`src/rtl/pwct_pkg.sv`:
```
// ----------------------------------------------------------------------------
// Pulse-width code transmitter package
// Shared widths, register indexes, reset values and phase codes.
// ----------------------------------------------------------------------------
package pwct_pkg;

    localparam int CODE_BITS_DEF = 31;

    localparam int CODE_W  = 31;
    localparam int LEAD_W  = 8;
    localparam int PART_W  = 6;
    localparam int TAIL_W  = 8;
    localparam int IDLE_W  = 10;
    localparam int TICK_W  = 8;
    localparam int ADDR_W  = 3;
    localparam int DATA_W  = 31;
    localparam int IDX_W   = 5;

    localparam logic [ADDR_W-1:0] REG_OPEN_CODE   = 3'd0;
    localparam logic [ADDR_W-1:0] REG_CLOSE_CODE  = 3'd1;
    localparam logic [ADDR_W-1:0] REG_LEAD_TICKS  = 3'd2;
    localparam logic [ADDR_W-1:0] REG_LONG_TICKS  = 3'd3;
    localparam logic [ADDR_W-1:0] REG_SHORT_TICKS = 3'd4;
    localparam logic [ADDR_W-1:0] REG_TAIL_TICKS  = 3'd5;
    localparam logic [ADDR_W-1:0] REG_IDLE_LIMIT  = 3'd6;

    localparam logic [CODE_W-1:0] OPEN_CODE_RST  = 31'h11634a08;
    localparam logic [CODE_W-1:0] CLOSE_CODE_RST = 31'h11634908;
    localparam logic [LEAD_W-1:0] LEAD_RST       = 8'd110;
    localparam logic [PART_W-1:0] LONG_RST       = 6'd12;
    localparam logic [PART_W-1:0] SHORT_RST      = 6'd4;
    localparam logic [TAIL_W-1:0] TAIL_RST       = 8'd10;
    localparam logic [IDLE_W-1:0] IDLE_LIMIT_RST = 10'd500;
    localparam logic [IDLE_W-1:0] IDLE_MAX       = 10'h3FF;

    typedef enum logic [5:0] {
        PH_IDLE = 6'b000001,
        PH_HOLD = 6'b000010,
        PH_LEAD = 6'b000100,
        PH_HIGH = 6'b001000,
        PH_LOW  = 6'b010000,
        PH_TAIL = 6'b100000
    } t_phase;

    function automatic logic [TICK_W-1:0] at_least_one(input logic [TICK_W-1:0] v);
        return (v == '0) ? TICK_W'(1) : v;
    endfunction

endpackage

```
`src/rtl/pulse_width_code_transmitter.sv`:
```
// ----------------------------------------------------------------------------
// Pulse-width code transmitter
// Sends open/close code frames on a pin, one input request per timer tick.
// ----------------------------------------------------------------------------
// Each accepted request is one timer tick and yields exactly one result, the
// pin state after that tick. The frame sequencer advances once per request in
// a single registered pass, so one request is taken every clock cycle unless
// the output stalls, and its result appears in the output register on the
// following cycle; that register lets a new request enter while the previous
// result is being taken. Configuration writes take effect at the next tick.
module pulse_width_code_transmitter #(
    parameter int CODE_BITS = pwct_pkg::CODE_BITS_DEF
) (
    input  logic                        i_clk,
    input  logic                        i_rst_n,
    input  logic                        i_cfg_we,
    input  logic [pwct_pkg::ADDR_W-1:0] i_cfg_addr,
    input  logic [pwct_pkg::DATA_W-1:0] i_cfg_data,
    input  logic                        s_axis_tvalid,
    output logic                        s_axis_tready,
    // Bits from low: open_request, close_request, zero fill.
    input  logic [7:0]                  s_axis_tdata,
    output logic                        m_axis_tvalid,
    input  logic                        m_axis_tready,
    // Bits from low: pin_level, pin_driven, busy_res, frame_done, zero fill.
    output logic [7:0]                  m_axis_tdata
);

    localparam int BIT_W = (CODE_BITS > 1) ? $clog2(CODE_BITS) : 1;

    logic [pwct_pkg::CODE_W-1:0] r_open_code, r_close_code;
    logic [pwct_pkg::LEAD_W-1:0] r_lead;
    logic [pwct_pkg::PART_W-1:0] r_long, r_short;
    logic [pwct_pkg::TAIL_W-1:0] r_tail;
    logic [pwct_pkg::IDLE_W-1:0] r_idle_limit;

    pwct_pkg::t_phase            r_phase, n_phase;
    logic [pwct_pkg::TICK_W-1:0] r_tick, n_tick;
    logic [BIT_W-1:0]            r_bit, n_bit;
    logic                        r_pend_open, n_pend_open;
    logic                        r_pend_close, n_pend_close;
    logic                        r_sending_close, n_sending_close;
    logic [pwct_pkg::IDLE_W-1:0] r_idle, n_idle;
    logic                        r_level, n_level;
    logic                        r_drive, n_drive;
    logic                        n_busy, n_done;

    logic                        r_out_valid;
    logic [3:0]                  r_out_data;

    logic                        accept;
    logic [31:0]                 code_ext;
    logic                        code_bit;
    logic [pwct_pkg::TICK_W-1:0] seg_len;
    logic [pwct_pkg::TICK_W-1:0] tick_inc;

    assign s_axis_tready = !r_out_valid || m_axis_tready;
    assign accept        = s_axis_tvalid && s_axis_tready;
    assign m_axis_tvalid = r_out_valid;
    assign m_axis_tdata  = {4'b0000, r_out_data};

    always_ff @(posedge i_clk) begin
        if (!i_rst_n) begin
            r_open_code  <= pwct_pkg::OPEN_CODE_RST;
            r_close_code <= pwct_pkg::CLOSE_CODE_RST;
            r_lead       <= pwct_pkg::LEAD_RST;
            r_long       <= pwct_pkg::LONG_RST;
            r_short      <= pwct_pkg::SHORT_RST;
            r_tail       <= pwct_pkg::TAIL_RST;
            r_idle_limit <= pwct_pkg::IDLE_LIMIT_RST;
        end else if (i_cfg_we) begin
            unique case (i_cfg_addr)
                pwct_pkg::REG_OPEN_CODE:   r_open_code  <= i_cfg_data;
                pwct_pkg::REG_CLOSE_CODE:  r_close_code <= i_cfg_data;
                pwct_pkg::REG_LEAD_TICKS:  r_lead       <= i_cfg_data[pwct_pkg::LEAD_W-1:0];
                pwct_pkg::REG_LONG_TICKS:  r_long       <= i_cfg_data[pwct_pkg::PART_W-1:0];
                pwct_pkg::REG_SHORT_TICKS: r_short      <= i_cfg_data[pwct_pkg::PART_W-1:0];
                pwct_pkg::REG_TAIL_TICKS:  r_tail       <= i_cfg_data[pwct_pkg::TAIL_W-1:0];
                pwct_pkg::REG_IDLE_LIMIT:  r_idle_limit <= i_cfg_data[pwct_pkg::IDLE_W-1:0];
                default: ;
            endcase
        end
    end

    always_comb begin
        n_pend_open     = r_pend_open || s_axis_tdata[0];
        n_pend_close    = r_pend_close || s_axis_tdata[1];
        n_phase         = r_phase;
        n_tick          = r_tick;
        n_bit           = r_bit;
        n_sending_close = r_sending_close;
        n_idle          = r_idle;
        n_level         = r_level;
        n_drive         = r_drive;
        n_busy          = 1'b0;
        n_done          = 1'b0;
        code_ext        = 32'h0;
        code_bit        = 1'b0;
        seg_len         = '0;
        tick_inc        = '0;

        if (r_phase == pwct_pkg::PH_IDLE) begin
            if (n_pend_open || n_pend_close) begin
                n_sending_close = !n_pend_open;
                if (n_pend_open) begin
                    n_pend_open = 1'b0;
                end else begin
                    n_pend_close = 1'b0;
                end
                n_idle  = '0;
                n_drive = 1'b1;
                n_phase = pwct_pkg::PH_LEAD;
                n_tick  = '0;
            end else begin
                n_level = !r_level;
                n_phase = pwct_pkg::PH_HOLD;
            end
        end else if (r_phase == pwct_pkg::PH_HOLD) begin
            if (r_idle > r_idle_limit) begin
                n_drive = 1'b0;
            end
            if (r_idle != pwct_pkg::IDLE_MAX) begin
                n_idle = r_idle + pwct_pkg::IDLE_W'(1);
            end
            n_phase = pwct_pkg::PH_IDLE;
        end

        if (n_phase != pwct_pkg::PH_IDLE && n_phase != pwct_pkg::PH_HOLD) begin
            code_ext = {1'b0, n_sending_close ? r_close_code : r_open_code};
            code_bit = code_ext[5'(r_bit)];
            unique case (n_phase)
                pwct_pkg::PH_LEAD: seg_len = pwct_pkg::at_least_one(r_lead);
                pwct_pkg::PH_HIGH: seg_len = pwct_pkg::at_least_one(
                                       {2'b00, code_bit ? r_long : r_short});
                pwct_pkg::PH_LOW:  seg_len = pwct_pkg::at_least_one(
                                       {2'b00, code_bit ? r_short : r_long});
                default:           seg_len = pwct_pkg::at_least_one(r_tail);
            endcase
            n_busy   = 1'b1;
            n_level  = (n_phase == pwct_pkg::PH_HIGH);
            tick_inc = n_tick + pwct_pkg::TICK_W'(1);
            n_tick   = tick_inc;
            if (tick_inc >= seg_len) begin
                n_tick = '0;
                unique case (n_phase)
                    pwct_pkg::PH_LEAD: begin
                        n_bit   = BIT_W'(CODE_BITS - 1);
                        n_phase = pwct_pkg::PH_HIGH;
                    end
                    pwct_pkg::PH_HIGH: begin
                        n_phase = pwct_pkg::PH_LOW;
                    end
                    pwct_pkg::PH_LOW: begin
                        if (r_bit == '0) begin
                            n_phase = pwct_pkg::PH_TAIL;
                        end else begin
                            n_bit   = r_bit - BIT_W'(1);
                            n_phase = pwct_pkg::PH_HIGH;
                        end
                    end
                    default: begin
                        n_done  = 1'b1;
                        n_phase = pwct_pkg::PH_IDLE;
                    end
                endcase
            end
        end
    end

    always_ff @(posedge i_clk) begin
        if (!i_rst_n) begin
            r_phase         <= pwct_pkg::PH_IDLE;
            r_tick          <= '0;
            r_bit           <= '0;
            r_pend_open     <= 1'b0;
            r_pend_close    <= 1'b0;
            r_sending_close <= 1'b0;
            r_idle          <= '0;
            r_level         <= 1'b0;
            r_drive         <= 1'b0;
            r_out_valid     <= 1'b0;
        end else begin
            if (accept) begin
                r_phase         <= n_phase;
                r_tick          <= n_tick;
                r_bit           <= n_bit;
                r_pend_open     <= n_pend_open;
                r_pend_close    <= n_pend_close;
                r_sending_close <= n_sending_close;
                r_idle          <= n_idle;
                r_level         <= n_level;
                r_drive         <= n_drive;
                r_out_valid     <= 1'b1;
            end else if (m_axis_tready) begin
                r_out_valid <= 1'b0;
            end
        end
    end

    always_ff @(posedge i_clk) begin
        if (accept) begin
            r_out_data <= {n_done, n_busy, n_drive, n_level};
        end
    end

endmodule
```
`config.mk`:
```
export PLATFORM = sky130hd
export DESIGN_NAME = pulse_width_code_transmitter
export DESIGN_NICKNAME = d
export VERILOG_FILES = /design/src/rtl/pwct_pkg.sv /design/src/rtl/pulse_width_code_transmitter.sv
export SDC_FILE = /design/constraint.sdc
export NUM_CORES = 1
export LEC_CHECK = 0
export BUFFER_PORTS_ARGS = -buffer_cell sky130_fd_sc_hd__buf_2
export CAP_MARGIN = 30
export CORE_ASPECT_RATIO = 0.7
export CORE_MARGIN = 2
export CORE_UTILIZATION = 37
export CTS_BUF_LIST = sky130_fd_sc_hd__clkbuf_2
export DETAILED_ROUTE_END_ITERATION = 10
export SYNTH_ARGS = -nofsm -noshare
export SYNTH_HDL_FRONTEND = slang
export SYNTH_SLANG_ARGS = --single-unit
```
`constraint.sdc`:
```
create_clock -name i_clk -period 6.5 [get_ports i_clk]
set_input_delay 0.975 -clock i_clk [delete_from_list [all_inputs] [get_ports i_clk]]
set_output_delay 0.975 -clock i_clk [all_outputs]
set_load 0.02 [all_outputs]
```
-- After elaboration in Yosys (flattened, before gate mapping)
Index checks and enable logic that the tools add are counted.
- order comparisons: 3
- equal/unequal tests: 16
- multiplexer cells: 46
- reduce and logical (&&, ||, !) cells: 30
- $add $sub $neg: 3
- operators by type and width (operator ; number):
    two-way mux 8 bit ; 7
    two-way mux 6 bit ; 9
    two-way mux 10 bit ; 4
    two-way mux 31 bit ; 1
    case mux 8 bit (3 select lines) ; 1
    two-way mux 1 bit ; 19
    case mux 6 bit (3 select lines) ; 1
    zero test 8 bit ; 2
    AND reduction 2 bit ; 8
    zero test 6 bit ; 2
    adder 10 x 1 -> 10 bit (second input constant) ; 1
    greater-than comparator 10 bit ; 1
    inequality test 10 bit (second input constant) ; 1
    case mux 5 bit (2 select lines) ; 1
    equality test 3 bit (second input constant) ; 3
    adder 8 x 1 -> 8 bit (second input constant) ; 1
    >= comparator 8 bit ; 1
    nonzero test 2 bit ; 4
    equality test 3 x 2 -> 1 bit (second input constant) ; 2
    equality test 6 x 1 -> 1 bit (second input constant) ; 1
    equality test 6 x 2 -> 1 bit (second input constant) ; 1
    equality test 6 x 3 -> 1 bit (second input constant) ; 1
    equality test 6 x 4 -> 1 bit (second input constant) ; 1
    equality test 6 x 5 -> 1 bit (second input constant) ; 1
    other kinds (18) ; 24
- input bits: 47
- word-level logic and storage cells: 117
- output and inout bits: 10
- flip-flop bits (word level): 139

-- Logic depth before layout (Yosys ltp)
Gate-level depths: netlist (run 1).
- depth after elaboration: 15
- depth in mapped cells: 24
- depth with buffers taken out: 21

-- Worst setup path before layout (run 1)
Ideal clock, no wire load.
- kind: input to register
- start: input s_axis_tdata[0]
- end: register r_phase[4]
- stages: 23
- data arrival time: 5151 ps
- setup slack: 1231 ps
- required time: 6382 ps
- library setup time: 118 ps
- buffers on the path: 3
- path through: or2_2 -> buf_2 -> and3_2 -> or2_1 -> buf_6 -> mux2_4 -> or3_1 -> o21bai_2 -> o211ai_4 -> mux2i_2 -> a221oi_1 -> o2bb2ai_1 -> ha_1 -> a21o_1 -> a21o_1 -> a21oi_1 -> nor2b_1 -> o21ai_0 -> a21o_1 -> clkbuf_1 -> nor2_1 -> a22oi_1 -> nor2b_1
- cells in the longest elaborated chain, start to end: 15
- elaborated cells between the ends (all ways): 31
- classes of those cells: add/sub (1); order compare (1); eq/ne (5); mux (18); reduce/logical (6)
- RTL lines (element ; line ; source):
    start, declared ; pulse_width_code_transmitter.sv:22 ; input logic [7:0] s_axis_tdata,
    logical OR 1 bit * ; pulse_width_code_transmitter.sv:86 ; n_pend_open = r_pend_open || s_axis_tdata[0];
    zero test 1 bit or logical OR 1 bit (tied branches) ; pulse_width_code_transmitter.sv:104, pulse_width_code_transmitter.sv:103 ;
    two-way mux 1 bit ; pulse_width_code_transmitter.sv:103 ; if (n_pend_open || n_pend_close) begin
    two-way mux 1 bit ; pulse_width_code_transmitter.sv:102 ; if (r_phase == pwct_pkg::PH_IDLE) begin
    two-way mux 31 bit ; pulse_width_code_transmitter.sv:129 ; code_ext = {1'b0, n_sending_close ? r_close_code : r_open_code};
    binary-select mux 1 bit (select 5 bit) ; pulse_width_code_transmitter.sv:130 ; code_bit = code_ext[5'(r_bit)];
    two-way mux 1 bit (implied by the code) ; pulse_width_code_transmitter.sv:130 ;
    two-way mux 6 bit, on equally long branches ; pulse_width_code_transmitter.sv:136, pulse_width_code_transmitter.sv:134 ;
    zero test 6 bit ; pwct_pkg.sv:46 ; return (v == '0) ? TICK_W'(1) : v;
    two-way mux 6 bit ; pwct_pkg.sv:46 ;
    case mux 8 bit (3 select lines) ; pulse_width_code_transmitter.sv:131 ; unique case (n_phase)
    two-way mux 8 bit ; pulse_width_code_transmitter.sv:128 ; if (n_phase != pwct_pkg::PH_IDLE && n_phase != pwct_pkg::PH_HOLD) begin
    >= comparator 8 bit ; pulse_width_code_transmitter.sv:143 ; if (tick_inc >= seg_len) begin
    two-way mux 6 bit ; pulse_width_code_transmitter.sv:143 ;
    two-way mux 6 bit * ; pulse_width_code_transmitter.sv:128 ;
    end signal, assigned ; pulse_width_code_transmitter.sv:172 ; r_phase <= pwct_pkg::PH_IDLE;
    end signal, assigned ; pulse_width_code_transmitter.sv:184 ; r_phase <= n_phase;
    end, declared ; pulse_width_code_transmitter.sv:37 ; pwct_pkg::t_phase r_phase, n_phase;
Mark *: on every way between the ends. The rest lies on a longest branch, timed or not. The select of a mux whose other input is x is not followed.
A chain may end at the register's enable or synchronous reset.

-- Final worst setup path (run 1)
- start: register r_phase[0]
- end: register r_bit[3]
- cells in the longest elaborated chain, start to end: 12
- elaborated cells between the ends (all ways): 29
- classes of those cells: add/sub (1); order compare (1); eq/ne (8); mux (14); reduce/logical (5)
- RTL lines (element ; line ; source):
    equality test 6 x 1 -> 1 bit ; pulse_width_code_transmitter.sv:102 ;
    two-way mux 1 bit ; pulse_width_code_transmitter.sv:102 ;
    two-way mux 31 bit ; pulse_width_code_transmitter.sv:129 ;
    binary-select mux 1 bit (select 5 bit) ; pulse_width_code_transmitter.sv:130 ;
    two-way mux 1 bit (implied by the code) ; pulse_width_code_transmitter.sv:130 ;
    two-way mux 6 bit, on equally long branches ; pulse_width_code_transmitter.sv:136, pulse_width_code_transmitter.sv:134 ;
    zero test 6 bit ; pwct_pkg.sv:46 ;
    two-way mux 6 bit ; pwct_pkg.sv:46 ;
    case mux 8 bit (3 select lines) ; pulse_width_code_transmitter.sv:131 ;
    two-way mux 8 bit ; pulse_width_code_transmitter.sv:128 ;
    >= comparator 8 bit ; pulse_width_code_transmitter.sv:143 ;
    AND reduction 5 bit (no line) ; n/a ;
    end signal, assigned ; pulse_width_code_transmitter.sv:186 ; r_bit <= n_bit;
    end, declared ; pulse_width_code_transmitter.sv:39 ; logic [BIT_W-1:0] r_bit, n_bit;
Parallel ways exist; a longest one is shown, timed or not. The select of a mux whose other input is x is not followed.

==> out/metrics.yaml, run 1 <==
status: "complete, no violations"
critical_path_class: "flop to flop"
ys_seq_area_frac: 0.3948
synth-seq-cells: 139
cp.required_ns: 7.15
dpl.hpwl_mm: 13.27
clk_latency_ns: 0.72
async_flop_share: 0
area_growth_pct: 9.153
crit_chain: "nor4b_4 -> and3_2 -> or2_1 -> mux2_4 -> a32oi_1 -> a31oi_1 -> o211ai_4 -> mux2i_2 -> a221oi_1 -> o2bb2ai_1 -> ha_1 -> a21o_1 -> a21o_1 -> a21oi_1 -> nor2b_1 -> o21ai_0 -> a21o_1 -> nor3_1 -> nand4_1 -> and3b_1"
ys_warn_count: 0
stdcell_area_sq_mm: 0.007804
yosys_most_used_dff: "dfxtp_1"
crit_top_cell: "a21o_1"
nets: 968
rsz0062_at_grt: "false"
drtAntennaViolNets: 0
hold_viol: 0
final.setup.tns_ns: 0
clock_path_buffers: 2
cts_hold_buffers: 0
dr_total_vias: 6236
overflow: 0
start_util: 0.3779
fmax_mhz: 174.7
netlist_instances: 871
netlist_area_sq_mm: 0.007149
cts-buffers-inserted: 17
ys_types: 66
combPwrFrac: 0.157
r2r_end: "r_bit[3]"
routed_wirelength_mm: 18.96
synth_top_area_share: 0.3780
rrSetupSlack_ns: 0.78
ir_drop_v: 0.00007920
drive_gt1_frac: 0.1186
slowest_stage: "nor3_1"
std_cell_rows: 42
tightestPinTransition_ns: 0.9578
max-cap-violations: 0
ios: 57
grt_pass1_wl_mm: 30.56
drv_slew: 0
cts_tree: "done"
power.internal_mw: 1.193
synth_top_cell_by_area: "dfxtp_1"
drtPass1Iterations: 4
period_share: 0.8804
crit_start: "r_phase[0]"
dpl.cell_count: 1122
ff2ff_path_depth: 20
die_w_um: 170.1
endpoint: "r_bit[3]"
synth_edf_count: 4
grt_pass1_vias: 5531
skew_ns: 0.03236
syn_avg_cell_area_sq_um: 8.208
regToRegStartpoint: "r_phase[0]"
root_buffer: "clkbuf_2"
switching_power_mw: 0.5138
cts.sinks: 139
dieHeight_um: 120.3
post-cts-setup-buffer-count: 0
drcViolationCount: 0
cpPeakStageDelay_ns: 0.61
wl_per_cell_um: 16.37
grt_use_total: 0.1910
die-area_sq_mm: 0.02047
dp_slack_ns: 0.3540
clkPwrFrac: 0.312
grt_max_degree: 77
antenna_found_initial: 1
synthTopCellsByArea: "dfxtp_1, nand2_1, a21boi_0"
clk_pin_slew_ns: 0.21
drt_iter0_markers: 540
post_drt_via_cell_ratio: 5.385
coreArea_sq_mm: 0.01892
hp-class: "primary input to flop"
netSwitchingFraction: 0.3010
fin_cells: 1158
dpl_cell_area_sq_mm: 0.007560
arrival_ns: 6.37
power_mw: 1.707
setup_ws_ns: 0.7774
crit_path_start_kind: "flop"
max-slew-margin-rel: 0.3565
p_per_area_mw_per_mm2: 218.7
port-buffer-count: 46
cts_htree_levels: 4
place.gp.congestion: 0.8437
cts_resized: 0
power_frac_seq: 0.531
cp_max_fo: 11
p_leak_nw: 3.157
worst_setup_path_end_kind: "flop"
period_needed_ns: 5.723
final-setup-viol-count: 0
placed cells by master (no fill, tap or decap), types with 6 or more instances in the layout:
cell and n:
nor2_1 47, o21ai_0 26, a221oi_1 7, or3_1 10, buf_4 11, a21boi_0 69
dfxtp_1 135, nand4_1 6, nor3_1 12, nor2b_1 23, mux2i_1 20, nand2b_1 9
a22oi_1 9, clkbuf_2 19, inv_1 16, nand2_1 215, o211ai_1 9, a21o_1 9
ha_1 21, nand3_1 53, xor2_1 10, nor4_1 7, or2_2 7, buf_2 46
a21oi_1 19
state kept, by name (all words and copies together), names as in the netlist, 8 cells and up:
name,cells
r_tail,8
r_open_code,31
r_close_code,31
r_idle_limit,10
r_tick,8
r_lead,8
r_idle,10
final cells by class:
type / count / area, sq um
Clock inverter: 11 / 128.9
Tap cell: 242 / 302.8
Clock buffer: 19 / 95.09
Antenna cell: 5 / 12.51
Inverter: 18 / 67.56
Multi-Input combinational cell: 666 / 4034
Fill cell: 1948 / 11110
Sequential cell: 139 / 2823
Timing Repair Buffer: 58 / 340.3
routing by layer:
metal  wire length (um)  vias up  track usage
met5                  0        -            0
met2               7174      165       0.2462
met1              10520     2955       0.3098
met4                155        0      0.04327
li1                   -     3106            -
met3               1115       10      0.04484
cells by family (layout without fill, tap and decap cells):
logic type,after synthesis,count (layout),synth area share
other,1,9,0.0005245
buffers and inverters,69,106,0.04358
DFF,139,139,0.3948
AOI/OAI and AO/OA,185,185,0.1895
adders and majority gates,21,21,0.03675
muxes,31,31,0.05723
xor gates and xnor gates,12,12,0.01470
and+or+nand+nor,413,413,0.2629
power groups by stage:
| stage | Combinational, mW | Sequential, mW | Clock (mW) |
|---|---|---|---|
| after CTS | 0.268 | 0.905 | 0.542 |
| after detailed placement | 0.267 | 0.922 | 0 |
| after floorplan | 0.195 | 0.916 | 0 |
| after global placement | 0.262 | 0.922 | 0 |
| final | 0.268 | 0.906 | 0.533 |
| after global routing | 0.299 | 0.910 | 0.586 |
worst min path at each step:
stage                           from          endpoint  slack (ns)  cells past startpoint
floorplan            r_open_code[17]   r_open_code[17]        0.43                      2
global placement      r_open_code[7]    r_open_code[7]        0.45                      2
detailed placement  r_close_code[16]  r_close_code[16]        0.45                      2
CTS                   i_cfg_data[17]   r_open_code[17]        0.42                      3
global route          i_cfg_data[18]   r_open_code[18]        0.40                      3
finish                i_cfg_data[21]  r_close_code[21]        0.47                      3
cell usage after synthesis, types with 10 or more instances:
cell type / instances
nor3_1: 13
a21oi_1: 19
nor2b_1: 23
inv_1: 16
a21boi_0: 69
mux2i_1: 20
o21ai_0: 26
xor2_1: 10
nand3_1: 53
clkbuf_1: 39
or3_1: 10
ha_1: 21
dfxtp_1: 135
nor2_1: 48
nand2_1: 215
critical path: cells and delay by family (launching register included):
kind | cells | cell delay (ns)
and+or+nand+nor | 7 | 2.31
AOI/OAI and AO/OA | 10 | 1.73
muxes | 2 | 0.75
DFF | 1 | 0.57
adders and majority gates | 1 | 0.28
per-stage QoR:
stage                     hold WS (ns)    util
after floorplan                 0.4319       -
after global placement          0.4493  0.3979
after detailed placement        0.4547  0.3996
after CTS                       0.4178  0.4114
after global routing            0.3990  0.4125
final                           0.4724  0.4125
Power figures use the tool's default switching activity.
==> run 2: changes to the inputs <==
- CORE_UTILIZATION: 37 -> 30
==> out/metrics.yaml, run 2 (synthesized netlist as in run 1, its figures left out) <==
tightestPinTransition_ns: 0.9381  # -0.01978 ns
ios: 57  # unchanged
crit_family: "simple AND/OR/NAND/NOR gates"
max-cap-violations: 0  # unchanged
hold_viol: 0  # unchanged
antenna_found_initial: 2  # +1
rsz0062_at_grt: "false"
dpl.hpwl_mm: 13.78  # +3.9%
cts.sinks: 139  # unchanged
holdPathEnd: "m_axis_tvalid"
p_per_area_mw_per_mm2: 230.4  # +5.4%
area_growth_pct: 11.83
crit_path_start_kind: "flop"
gr-usage-met3: 0.03820  # -0.006646
cts_htree_levels: 4  # unchanged
grt_pass1_wl_mm: 31.42  # +2.8%
port-buffer-count: 46  # unchanged
start_util: 0.3039  # -0.07397
worst_setup_path_end_kind: "flop"
layout_commonest_cell: "nand2_1"
std_cell_rows: 47  # +12%
grtUsageMet1: 0.2534  # -0.05634
wl_per_cell_um: 15.80  # -3.5%
cts_hold_buffers: 0  # unchanged
final-setup-viol-count: 0  # unchanged
hp-class: "primary input to flop"
drtAntennaViolNets: 0  # unchanged
root_buffer: "clkbuf_2"
hp-start: "s_axis_tvalid"
crit_top_cell: "a21o_1"
die_w_um: 188.5  # +11%
cp_max_fo: 11  # unchanged
globalRouteMet2Util: 0.2089  # -0.03724
max-slew-margin-rel: 0.3746  # +0.01810
hold_depth: 3  # unchanged
coreArea_sq_mm: 0.02352  # +24%
critical_path_class: "flop to flop"
crit_chain: "nor4b_4 -> and3_2 -> or2_1 -> mux2_4 -> a32oi_1 -> a31oi_1 -> o211ai_4 -> mux2i_2 -> a221oi_1 -> o2bb2ai_1 -> ha_1 -> a21o_1 -> a21o_1 -> a21oi_1 -> nor2b_1 -> o21ai_0 -> a21o_1 -> nor3_1 -> nand4_1 -> o211a_1"
r2r_end: "r_bit[2]"
drive_gt1_frac: 0.1265  # +0.007948
clock_path_buffers: 2  # unchanged
ir_drop_v: 0.00009077  # +15%
reg_top3: "r_close_code x31, r_open_code x31"
final_cell_mix: "nand2_1, dfxtp_1, a21boi_0"
nets: 972  # +0.41%
period_share: 0.8754  # -0.004964
setup_ws_ns: 0.8097  # +0.03226 ns
drt_iter0_markers: 572  # +5.9%
dp_slack_ns: 0.4069  # +0.05287 ns
cts_resized: 0  # unchanged
dr_total_vias: 6205  # -0.50%
grt_max_degree: 100  # +30%
grt_use_total: 0.1590  # -0.03197
rrSetupSlack_ns: 0.81  # +0.03 ns
post-cts-setup-buffer-count: 0  # unchanged
p_leak_nw: 3.211  # +1.7%
die-area_sq_mm: 0.02510  # +23%
routed_wirelength_mm: 19.53  # +3.0%
top_usage_layer: "met1"
overflow: 0  # unchanged
arrival_ns: 6.36  # about the same
post_drt_via_cell_ratio: 5.020  # -6.8%
drcViolationCount: 0  # unchanged
grt_pass1_vias: 5696  # +3.0%
dieHeight_um: 133.2  # +11%
drv_slew: 0  # unchanged
status: "complete, no violations"
regToRegStartpoint: "r_phase[0]"
final.setup.tns_ns: 0  # unchanged
slowest_stage: "nor3_1"
place.gp.congestion: 0.8113  # -3.8%
cpPeakStageDelay_ns: 0.70  # +0.09 ns
cts_tree: "done"
fmax_mhz: 175.7  # +0.57%
power_mw: 1.842  # +7.9%
clk_latency_ns: 0.76  # +0.04 ns
period_needed_ns: 5.690  # -0.03226 ns
clk_pin_slew_ns: 0.25  # +0.04 ns
ff2ff_path_depth: 20  # unchanged
cp.required_ns: 7.17  # +0.02 ns
drtPass1Iterations: 8  # +4
skew_ns: 0.04687  # +0.01451 ns
cts-buffers-inserted: 17  # unchanged
path_buf_inv: 0  # unchanged
-- run 2: cell type report --
cell class | count | area, sq um
sequential | 139 | 2823
fill | 2528 | 15530
clock inverter | 14 | 225.2
timing repair buffer | 62 | 350.3
clock buffer | 18 | 90.09
inverter | 18 | 67.56
tap | 318 | 397.9
multi-input combinational | 666 | 4039
antenna | 1 | 2.502
-- run 2: worst max path at each step --
stage	startpoint	end	slack (ns)	depth (start not counted)
finish	r_phase[0]	r_bit[2]	0.81	20
global route	r_phase[0]	r_bit[2]	0.41	20
CTS	r_phase[0]	r_bit[2]	0.83	20
detailed placement	s_axis_tdata[0]	r_bit[2]	0.41	21
global placement	s_axis_tdata[0]	r_bit[3]	0.53	21
floorplan	s_axis_tdata[0]	r_phase[4]	1.23	23
-- run 2: where the power goes --
part	total (mW)	switching, mW	internal (mW)
combinational	0.276	0.169	0.107
clock	0.661	0.333	0.328
sequential	0.905	0.0215	0.884
-- run 2: metal layers --
layer / wire length [um] / vias to the layer above
li1: - / 3100
met2: 7439 / 184
met5: 0 / -
met3: 1280 / 19
met1: 10590 / 2902
met4: 222 / 0
-- run 2: worst min-delay path: stages --
cell	delay (ns)
buf_2	0.10
inv_1	0.04
a21boi_0	0.06
-- run 2: per-stage QoR --
step / cell area (sq um) / instances / util / hold WS, ns
CTS: 7993 / 1235 / 0.3398 / 0.3787
detailed placement: 7677 / 1203 / 0.3264 / 0.4520
global placement: 7665 / 1201 / 0.3259 / 0.4465
finish: 7995 / 1236 / 0.3399 / 0.4309
global route: 7995 / 1236 / 0.3399 / 0.3656
floorplan: 7161 / 874 / - / 0.4319
